**src/rtl/core/mch_pkg.sv**
```systemverilog
// Shared types, constants and CORDIC angle table for the magnetometer core.
`default_nettype none
package mch_pkg;

   localparam int CordicSteps = 16;
   localparam int GainFracBits = 12;
   localparam int AccWidth = 34;
   localparam int CordWidth = 42;

   typedef enum logic [1:0] {
      CMD_MEASURE = 2'd0,
      CMD_CALIB   = 2'd1,
      CMD_FINISH  = 2'd2,
      CMD_SPARE   = 2'd3
   } cmd_type;

   typedef enum logic [1:0] {
      ST_MEASURED  = 2'd0,
      ST_SAMPLED   = 2'd1,
      ST_CAL_DONE  = 2'd2,
      ST_DEGEN     = 2'd3
   } status_type;

   localparam logic signed [15:0] OFFSET_X_RST = -16'sd89;
   localparam logic signed [15:0] OFFSET_Y_RST = -16'sd147;
   localparam logic signed [15:0] OFFSET_Z_RST = 16'sd71;
   localparam logic [15:0] GAIN_ONE   = 16'd4096;
   localparam logic [15:0] GAIN_Y_RST = 16'd4055;
   localparam logic [15:0] GAIN_Z_RST = 16'd4342;

   localparam logic signed [AccWidth-1:0] HALF_TURN = 34'sd1179648000;

   // Divider request/response between sequencer and divider.
   typedef struct packed {
      logic        start;
      logic        neg;
      logic [30:0] dividend;
      logic [16:0] divisor;
   } div_req_type;

   typedef struct packed {
      logic        done;
      logic [30:0] quotient;
   } div_rsp_type;

   function automatic logic [AccWidth-1:0] atan_lut(input logic [4:0] i);
      logic [AccWidth-1:0] v;
      case (i)
         5'd0:  v = 34'd294912000;
         5'd1:  v = 34'd174096719;
         5'd2:  v = 34'd91987925;
         5'd3:  v = 34'd46694507;
         5'd4:  v = 34'd23437865;
         5'd5:  v = 34'd11730358;
         5'd6:  v = 34'd5866610;
         5'd7:  v = 34'd2933484;
         5'd8:  v = 34'd1466764;
         5'd9:  v = 34'd733385;
         5'd10: v = 34'd366693;
         5'd11: v = 34'd183346;
         5'd12: v = 34'd91673;
         5'd13: v = 34'd45837;
         5'd14: v = 34'd22918;
         5'd15: v = 34'd11459;
         5'd16: v = 34'd5730;
         5'd17: v = 34'd2865;
         5'd18: v = 34'd1432;
         5'd19: v = 34'd716;
         5'd20: v = 34'd358;
         5'd21: v = 34'd179;
         5'd22: v = 34'd90;
         5'd23: v = 34'd45;
         default: v = '0;
      endcase
      return v;
   endfunction

endpackage
`default_nettype wire

```
**src/rtl/core/magnetometer_calibrate_and_heading_core.sv**
```systemverilog
// Top level: sequencer, trackers, corrections and a shared CORDIC datapath.
// From input accept to result valid: measure runs three scaling divides, the branch,
// three multiply steps and three CORDIC runs; calibrate runs the three scaling divides and
// the branch; finish adds two gain divides. One item at a time, set by the shared
// bit-serial divider and the single CORDIC stage; the result waits in an output register
// and the next word is accepted from the cycle after it is taken.
// Reset (synchronous) restores divisor 1, default offsets and gains, zero trackers.
`default_nettype none
module magnetometer_calibrate_and_heading_core (
   input  wire         clock,
   input  wire         reset,
   input  wire         req_tvalid,
   output logic        req_tready,
   input  wire  [55:0] req_tdata,   // cmd[1:0], raw_x, raw_y, raw_z, zero pad
   output logic        rsp_tvalid,
   input  wire         rsp_tready,
   output logic [127:0] rsp_tdata,  // status, corr x,y,z, heading_xy, angle_xz, angle_yz, pad
   input  wire         csr_valid,
   output logic        csr_ready,
   input  wire  [12:0] csr_data
);
   import mch_pkg::*;

   typedef enum logic [9:0] {
      S_IDLE   = 10'b0000000001,
      S_SDIV   = 10'b0000000010,
      S_SWAIT  = 10'b0000000100,
      S_BRANCH = 10'b0000001000,
      S_FDIV   = 10'b0000010000,
      S_FWAIT  = 10'b0000100000,
      S_MUL    = 10'b0001000000,
      S_CINIT  = 10'b0010000000,
      S_CSTEP  = 10'b0100000000,
      S_CDONE  = 10'b1000000000
   } state_type;

   state_type state_ff, state_in;
   logic [12:0] div_ff, div_in;
   logic [1:0]  cmd_ff, cmd_in;
   logic signed [15:0] raw_ff [3];
   logic signed [15:0] raw_in [3];
   logic signed [15:0] s_ff [3];
   logic signed [15:0] s_in [3];
   logic signed [15:0] off_ff [3];
   logic signed [15:0] off_in [3];
   logic [15:0] gain_ff [3];
   logic [15:0] gain_in [3];
   logic signed [15:0] max_ff [3];
   logic signed [15:0] max_in [3];
   logic signed [15:0] min_ff [3];
   logic signed [15:0] min_in [3];
   logic signed [CordWidth-1:0] c_ff [3];
   logic signed [CordWidth-1:0] c_in [3];
   logic [1:0]  k_ff, k_in;
   logic [4:0]  it_ff, it_in;
   logic signed [CordWidth-1:0] cx_ff, cx_in, cy_ff, cy_in;
   logic signed [AccWidth-1:0]  acc_ff, acc_in;
   logic        zero_ff, zero_in;
   logic [15:0] ang_ff [3];
   logic [15:0] ang_in [3];
   logic        degen_ff, degen_in;
   logic        ovalid_ff, ovalid_in;
   logic [127:0] odata_ff, odata_in;

   div_req_type dreq;
   div_rsp_type drsp;

   mch_divider u_div (.clock(clock), .reset(reset), .req(dreq), .rsp(drsp));

   // shared multiply operands
   logic signed [16:0] mdiff;
   logic signed [34:0] mprod;
   logic signed [34:0] mabs;
   logic signed [CordWidth-1:0] mq;
   logic signed [CordWidth-1:0] dx, dy;
   logic signed [AccWidth-1:0]  rnd;
   logic signed [AccWidth-1:0]  r1;
   logic signed [16:0] rng_x, rng_y, rng_z, rng_k;
   logic signed [CordWidth-1:0] ox, oy;
   logic signed [23:0] sat [3];
   logic [15:0] q16;

   assign req_tready = (state_ff == S_IDLE) && !ovalid_ff;
   assign csr_ready  = (state_ff == S_IDLE);
   assign rsp_tvalid = ovalid_ff;
   assign rsp_tdata  = odata_ff;

   always_comb begin
      // pick CORDIC operand pair by angle index
      unique case (k_ff)
         2'd0:    begin ox = c_ff[0]; oy = c_ff[1]; end
         2'd1:    begin ox = c_ff[0]; oy = c_ff[2]; end
         default: begin ox = c_ff[1]; oy = c_ff[2]; end
      endcase
   end

   always_comb begin
      state_in  = state_ff;
      div_in    = div_ff;
      cmd_in    = cmd_ff;
      raw_in    = raw_ff;
      s_in      = s_ff;
      off_in    = off_ff;
      gain_in   = gain_ff;
      max_in    = max_ff;
      min_in    = min_ff;
      c_in      = c_ff;
      k_in      = k_ff;
      it_in     = it_ff;
      cx_in     = cx_ff;
      cy_in     = cy_ff;
      acc_in    = acc_ff;
      zero_in   = zero_ff;
      ang_in    = ang_ff;
      degen_in  = degen_ff;
      ovalid_in = ovalid_ff;
      odata_in  = odata_ff;
      dreq      = '0;

      mdiff = 17'(s_ff[k_ff]) - 17'(off_ff[k_ff]);
      mprod = 35'(mdiff) * $signed({19'd0, gain_ff[k_ff]});
      mabs  = mprod[34] ? -mprod : mprod;
      mq    = CordWidth'(mabs >>> (GainFracBits - 4));
      if (mprod[34]) mq = -mq;

      dx = cy_ff >>> it_ff;
      dy = cx_ff >>> it_ff;
      rnd = acc_ff + AccWidth'(32768);
      r1  = rnd >>> 16;

      rng_x = 17'(max_ff[0]) - 17'(min_ff[0]);
      rng_y = 17'(max_ff[1]) - 17'(min_ff[1]);
      rng_z = 17'(max_ff[2]) - 17'(min_ff[2]);
      rng_k = (k_ff == 2'd1) ? rng_y : rng_z;
      q16 = 16'hFFFF;

      for (int j = 0; j < 3; j++) begin
         sat[j] = (c_ff[j] > 42'sd8388607) ? 24'h7FFFFF :
                  (c_ff[j] < -42'sd8388608) ? 24'h800000 : c_ff[j][23:0];
      end

      if (rsp_tvalid && rsp_tready) ovalid_in = 1'b0;
      if (csr_valid && csr_ready) div_in = csr_data;

      unique case (state_ff)
         S_IDLE: begin
            if (req_tvalid && req_tready) begin
               cmd_in    = req_tdata[1:0];
               raw_in[0] = req_tdata[17:2];
               raw_in[1] = req_tdata[33:18];
               raw_in[2] = req_tdata[49:34];
               k_in      = 2'd0;
               state_in  = S_SDIV;
            end
         end
         S_SDIV: begin
            dreq.start    = 1'b1;
            dreq.neg      = raw_ff[k_ff][15];
            dreq.dividend = 31'(raw_ff[k_ff][15] ? -17'(raw_ff[k_ff]) : 17'(raw_ff[k_ff]));
            dreq.divisor  = (div_ff == 13'd0) ? 17'd1 : 17'(div_ff);
            state_in      = S_SWAIT;
         end
         S_SWAIT: begin
            if (drsp.done) begin
               s_in[k_ff] = drsp.quotient[15:0];
               if (k_ff == 2'd2) begin
                  k_in = 2'd0;
                  state_in = S_BRANCH;
               end else begin
                  k_in = k_ff + 2'd1;
                  state_in = S_SDIV;
               end
            end
         end
         S_BRANCH: begin
            if (cmd_ff == CMD_CALIB) begin
               for (int j = 0; j < 3; j++) begin
                  if (s_ff[j] > max_ff[j]) max_in[j] = s_ff[j];
                  if (s_ff[j] < min_ff[j]) min_in[j] = s_ff[j];
               end
               odata_in  = {126'd0, ST_SAMPLED};
               ovalid_in = 1'b1;
               state_in  = S_IDLE;
            end else if (cmd_ff == CMD_FINISH) begin
               degen_in = (rng_y == 17'd0) || (rng_z == 17'd0);
               k_in     = 2'd1;
               state_in = S_FDIV;
            end else begin
               k_in     = 2'd0;
               state_in = S_MUL;
            end
         end
         S_FDIV: begin
            dreq.start    = 1'b1;
            dreq.neg      = 1'b0;
            dreq.dividend = {rng_x[16:0], 14'd0} >> (14 - GainFracBits);
            dreq.divisor  = (rng_k == 17'd0) ? 17'd1 : rng_k;
            state_in      = S_FWAIT;
         end
         S_FWAIT: begin
            if (drsp.done) begin
               // keep every gain on a degenerate range
               if (!degen_ff) begin
                  gain_in[k_ff] = (|drsp.quotient[30:16]) ? q16 : drsp.quotient[15:0];
               end
               if (k_ff == 2'd2) begin
                  for (int j = 0; j < 3; j++) begin
                     // offset = (max+min)/2 toward zero
                     off_in[j] = 16'(((17'(max_ff[j]) + 17'(min_ff[j]))
                        + 17'((17'(max_ff[j]) + 17'(min_ff[j])) < 0)) >>> 1);
                     max_in[j] = '0;
                     min_in[j] = '0;
                  end
                  if (degen_ff) begin
                     odata_in   = {126'd0, ST_DEGEN};
                  end else begin
                     gain_in[0] = GAIN_ONE;
                     odata_in   = {126'd0, ST_CAL_DONE};
                  end
                  ovalid_in = 1'b1;
                  state_in  = S_IDLE;
               end else begin
                  k_in = k_ff + 2'd1;
                  state_in = S_FDIV;
               end
            end
         end
         S_MUL: begin
            c_in[k_ff] = mq;
            if (k_ff == 2'd2) begin
               k_in = 2'd0;
               state_in = S_CINIT;
            end else begin
               k_in = k_ff + 2'd1;
            end
         end
         S_CINIT: begin
            zero_in = (ox == 0) && (oy == 0);
            it_in   = 5'd0;
            if (ox < 0) begin
               acc_in = (oy >= 0) ? HALF_TURN : -HALF_TURN;
               cx_in  = -ox;
               cy_in  = -oy;
            end else begin
               acc_in = '0;
               cx_in  = ox;
               cy_in  = oy;
            end
            state_in = S_CSTEP;
         end
         S_CSTEP: begin
            if (cy_ff > 0) begin
               cx_in  = cx_ff + dx;
               cy_in  = cy_ff - dy;
               acc_in = acc_ff + $signed(atan_lut(it_ff));
            end else begin
               cx_in  = cx_ff - dx;
               cy_in  = cy_ff + dy;
               acc_in = acc_ff - $signed(atan_lut(it_ff));
            end
            it_in = it_ff + 5'd1;
            if (it_ff == 5'(CordicSteps - 1)) state_in = S_CDONE;
         end
         S_CDONE: begin
            // wrap into (-18000, 18000]
            if (zero_ff) begin
               ang_in[k_ff] = '0;
            end else if (r1 > 34'sd18000) begin
               ang_in[k_ff] = 16'(r1 - 34'sd36000);
            end else if (r1 <= -34'sd18000) begin
               ang_in[k_ff] = 16'(r1 + 34'sd36000);
            end else begin
               ang_in[k_ff] = 16'(r1);
            end
            if (k_ff == 2'd0 && !zero_ff && ang_in[0][15]) begin
               ang_in[0] = ang_in[0] + 16'd36000;
            end
            if (k_ff == 2'd2) begin
               odata_in = {6'd0, ang_in[2], ang_in[1], ang_in[0],
                           sat[2], sat[1], sat[0], ST_MEASURED};
               ovalid_in = 1'b1;
               state_in  = S_IDLE;
            end else begin
               k_in = k_ff + 2'd1;
               state_in = S_CINIT;
            end
         end
         default: state_in = S_IDLE;
      endcase
   end

   always_ff @(posedge clock) begin
      if (reset) begin
         state_ff  <= S_IDLE;
         div_ff    <= 13'd1;
         ovalid_ff <= 1'b0;
         off_ff[0] <= OFFSET_X_RST;
         off_ff[1] <= OFFSET_Y_RST;
         off_ff[2] <= OFFSET_Z_RST;
         gain_ff[0] <= GAIN_ONE;
         gain_ff[1] <= GAIN_Y_RST;
         gain_ff[2] <= GAIN_Z_RST;
         for (int j = 0; j < 3; j++) begin
            max_ff[j] <= '0;
            min_ff[j] <= '0;
         end
      end else begin
         state_ff  <= state_in;
         div_ff    <= div_in;
         ovalid_ff <= ovalid_in;
         off_ff    <= off_in;
         gain_ff   <= gain_in;
         max_ff    <= max_in;
         min_ff    <= min_in;
      end
      cmd_ff   <= cmd_in;
      raw_ff   <= raw_in;
      s_ff     <= s_in;
      c_ff     <= c_in;
      k_ff     <= k_in;
      it_ff    <= it_in;
      cx_ff    <= cx_in;
      cy_ff    <= cy_in;
      acc_ff   <= acc_in;
      zero_ff  <= zero_in;
      ang_ff   <= ang_in;
      degen_ff <= degen_in;
      odata_ff <= odata_in;
   end

   // a result word holds until taken
   assert property (@(posedge clock) disable iff (reset)
      rsp_tvalid && !rsp_tready |=> rsp_tvalid && $stable(rsp_tdata))
      else $error("result word dropped while stalled");
   // no new item while a result is pending
   assert property (@(posedge clock) disable iff (reset)
      rsp_tvalid |-> !req_tready)
      else $error("input accepted with result pending");
   // the x trackers bracket zero
   assert property (@(posedge clock) disable iff (reset)
      !max_ff[0][15] && (min_ff[0][15] || min_ff[0] == 16'sd0))
      else $error("tracker lost zero bracket");
endmodule
`default_nettype wire

```
**src/rtl/core/mch_divider.sv**
```systemverilog
// Restoring divider, one quotient bit per cycle, sign applied at the end.
`default_nettype none
module mch_divider (
   input  wire                   clock,
   input  wire                   reset,
   input  mch_pkg::div_req_type  req,
   output mch_pkg::div_rsp_type  rsp
);
   import mch_pkg::*;

   logic        busy_ff, busy_in;
   logic [4:0]  cnt_ff, cnt_in;
   logic [30:0] quo_ff, quo_in;
   logic [16:0] rem_ff, rem_in;
   logic [16:0] den_ff, den_in;
   logic        neg_ff, neg_in;
   logic        done_ff, done_in;
   logic [17:0] trial;

   always_comb begin
      busy_in = busy_ff;
      cnt_in  = cnt_ff;
      quo_in  = quo_ff;
      rem_in  = rem_ff;
      den_in  = den_ff;
      neg_in  = neg_ff;
      done_in = 1'b0;
      trial   = {rem_ff, quo_ff[30]} - {1'b0, den_ff};
      if (req.start) begin
         busy_in = 1'b1;
         cnt_in  = 5'd0;
         quo_in  = req.dividend;
         rem_in  = '0;
         den_in  = req.divisor;
         neg_in  = req.neg;
      end else if (busy_ff) begin
         // shift in next dividend bit, subtract when it fits
         if (!trial[17]) begin
            rem_in = trial[16:0];
            quo_in = {quo_ff[29:0], 1'b1};
         end else begin
            rem_in = {rem_ff[15:0], quo_ff[30]};
            quo_in = {quo_ff[29:0], 1'b0};
         end
         cnt_in = cnt_ff + 5'd1;
         if (cnt_ff == 5'd30) begin
            busy_in = 1'b0;
            done_in = 1'b1;
         end
      end
   end

   always_ff @(posedge clock) begin
      if (reset) begin
         busy_ff <= 1'b0;
         done_ff <= 1'b0;
      end else begin
         busy_ff <= busy_in;
         done_ff <= done_in;
      end
      cnt_ff <= cnt_in;
      quo_ff <= quo_in;
      rem_ff <= rem_in;
      den_ff <= den_in;
      neg_ff <= neg_in;
   end

   assign rsp.done     = done_ff;
   assign rsp.quotient = neg_ff ? (~quo_ff + 31'd1) : quo_ff;
endmodule
`default_nettype wire

```
**config.mk**
```make
export PLATFORM = sky130hd
export DESIGN_NAME = magnetometer_calibrate_and_heading_core
export DESIGN_NICKNAME = d
export VERILOG_FILES = /design/src/rtl/core/mch_pkg.sv /design/src/rtl/core/magnetometer_calibrate_and_heading_core.sv /design/src/rtl/core/mch_divider.sv
export SDC_FILE = /design/constraint.sdc
export NUM_CORES = 2
export LEC_CHECK = 0
export BUFFER_PORTS_ARGS = -buffer_cell sky130_fd_sc_hd__buf_2
export CAP_MARGIN = 10
export CORE_ASPECT_RATIO = 0.7
export CORE_MARGIN = 2
export CORE_UTILIZATION = 50
export DETAILED_ROUTE_END_ITERATION = 7
export PLACE_DENSITY_LB_ADDON = 0.12
export RECOVER_POWER = 50
export SETUP_SLACK_MARGIN = 0.2
export SLEW_MARGIN = 20
export SYNTH_ARGS = -nofsm -noshare
export SYNTH_HDL_FRONTEND = slang
export SYNTH_HIERARCHICAL = 1
export SYNTH_SLANG_ARGS = --single-unit
```
**constraint.sdc**
```tcl
create_clock -name clock -period 33.5 [get_ports clock]
set_input_delay 6.7 -clock clock [delete_from_list [all_inputs] [get_ports clock]]
set_output_delay 6.7 -clock clock [all_outputs]
set_load 0.005 [all_outputs]
```
==> impl_metrics.toml <==
[floorplanning]
start_util_pct = 50.5
core_sq_mm = 0.143
die_w_um = 459
dieArea_sq_mm = 0.148
io_pins = 205
num_rows = 116
die_h_um = 322

[clock_network]
cts_inserted_buffers = 89
clkSlewWorstSetupHoldPaths_ps = 60
clock-sinks = 839
cts_hold_buffers = 0
clk_path_buf_depth = 3
cts_tree = "built"
clock_latency_ps = 740
cts_setup_buffers = 0
cts_resized = 0
htreeDepth = 3
root_buffer = "clkbuf_16"

[grt]
grt_pass1_vias = 56041
grt_max_degree = 93
overflow = 0
grt_pass1_wl_mm = 358
grt_antenna_before_repair = 14
grt_usage_pct = 31.8

[worst_setup_path]
critPathSlowestCell = "clkbuf_1"
r2r_slack_ps = 12520
worstSetupStartpointType = "register"
cpPeakStageDelay_ps = 2580
path_delay_family = "buffers and inverters"
cp_data_arrival_time_ps = 21380
cp.buffers_inverters = 8
critPathCaptureType = "register"
required_ps = 33900
crit_fanout = 76
crit_type = "reg -> reg"

[synthesis]
synthArstFlopShare_pct = 0
syn_inst = 7884
ys_top_cells_by_area = "edfxtp_1 24%, ha_1 7.9%, fa_1 7.8%"
yosys_warnings = 6
yosysTopAreaCell = "edfxtp_1"
avgSynthCellArea_sq_um = 9.18
synth_cell_types = 120
ys_seq_area_share_pct = 31.1
yosysTopAreaCellShare_pct = 23.7
netlist_area_sq_mm = 0.0724
synth_edf_count = 570
synth_seq_cells = 839
synthFlopType = "edfxtp_1"

[min_path]
hp-class = "reg -> reg"

[detailed_routing]
drc_errors = 0
viasPerCell = 6.19
first_pass_iters = 6
vias = 60954
drtIter0Drc = 7636
post_drt_wl_per_cell_um = 24.2
antenna_left = 0
wirelength_mm = 238

[timing]
drv_slew = 1215
fin_crit_sh_pct = 62.6
rsz0062_at_grt = "false"
worst_hold_slack_ps = 452
finalClockSkew_ps = 30.7
fin_tns_setup_ps = 0
tightestPinTransition_ps = 4280
max_slew_margin_pct = -185
setup_violations = 0
hold_viol = 0
min_period_ps = 20980
max_clock_freq_mhz = 47.7

[placement]
place_congestion = 0.988
dp_hpwl_mm = 185
port_buffers = 192

[cells_and_area]
layout-drive-gt1-share_pct = 9.26
synthToLayoutAreaGrowth_pct = 7.66
nFillCells = 12912
final_common_cell = "nor2_1"
layout_common_cells = "751 x nor2_1, 695 x nand2_1, 618 x inv_1"
nNetsFinal = 8700

[run_status]
failed_checks = "max-capacitance violations, max-slew violations"
status = "finished, violations left"

[flow_run]
max_cap_viol_count = 26
==> worst reg2reg max path: cells and delay by family (launching register included) <==
family | cells | cell delay (ps)
AOI/OAI and AO/OA | 18 | 4830
buffers and inverters | 8 | 6290
DFF | 1 | 320
and+or+nand+nor | 8 | 3990
xor gates and xnor gates | 3 | 1110
adders and majority gates | 9 | 4090
==> logic make-up after synthesis <==
group | Yosys count | synth area share (%)
simple gates | 2423 | 16.0
compound gates | 1803 | 15.8
buf+inv | 1026 | 5.52
flops | 839 | 31.1
fa+ha+maj | 738 | 15.7
mux | 536 | 9.66
xor+xnor | 518 | 6.32
other cells | 1 | 0.00518
==> area by class of cell <==
cell class              instances  area, sq um  area share, %
multi-input cells            6026        46000           59.1
well taps                    1888         2360           3.03
clock buffers                 117         2460           3.15
inverters                     628         2360           3.03
repair buffers                304         1690           2.17
diodes                          5         12.5         0.0161
flip-flops and latches        839        22500           28.9
clock inverters                46          478          0.614
==> final timing paths <==
| kind | startpoint | to | cells past startpoint |
|---|---|---|---|
| max reg2reg | k_ff[1] | c_ff[40] | 46 |
| min reg2reg | register | register | 2 |
| min | register | register | 2 |
| max | k_ff[1] | c_ff[40] | 46 |
==> through the flow <==
step / util (%) / setup WS (ps) / instance area (sq um) / instances
after floorplan: - / 20320 / 72400 / 7891
after global placement: 52.4 / 17550 / 75100 / 9684
after detailed placement: 52.4 / 17490 / 75100 / 9684
after CTS: 54.5 / 17310 / 78000 / 9847
after global routing: 54.4 / 10840 / 77900 / 9850
final: 54.4 / 12520 / 77900 / 9853
==> cell usage after synthesis, drive strengths merged (17+ instances only) <==
cell type,count
or2,29
a311oi,20
buf,105
xnor2,318
dfxtp,269
o211ai,80
nor4,71
clkbuf,293
nor2,757
a21oi,520
nor3b,24
fa,281
a2111oi,21
nor3,199
nand3,96
or3,64
edfxtp,570
ha,457
o21a,126
o41ai,17
a31oi,80
o21bai,35
and2,136
o22ai,19
o31ai,47
nand4,65
nand2b,86
o21ai,470
nand2,696
and3,51
mux2i,310
nor2b,70
mux4,118
a211oi,61
mux2,108
xor2,199
or4,25
a21o,113
a21boi,29
inv,622
==> state kept, by name, summed over array words and instances, names as in the netlist, 10 cells and up, named ones only <==
register	cells
c_ff	126
rsp_tdata	122
ang_ff	48
max_ff	48
min_ff	48
off_ff	48
raw_ff	48
s_ff	48
cx_ff	42
cy_ff	42
acc_ff	34
gain_ff	32
u_div/quo_ff	31
u_div/den_ff	17
u_div/rem_ff	17
div_ff	13
state_ff	10
==> layer usage <==
layer	part of all wire, %	routed length [um]	global-route usage [%]
met5	0	0	0
met4	1.9	4580	6.23
met3	13	31100	10.1
met2	37	88100	39.9
met1	48	115000	51.5
Power is left out: the tool's default activity adds up to more than one toggle a clock period on the data nets, which glitch-free logic cannot reach.
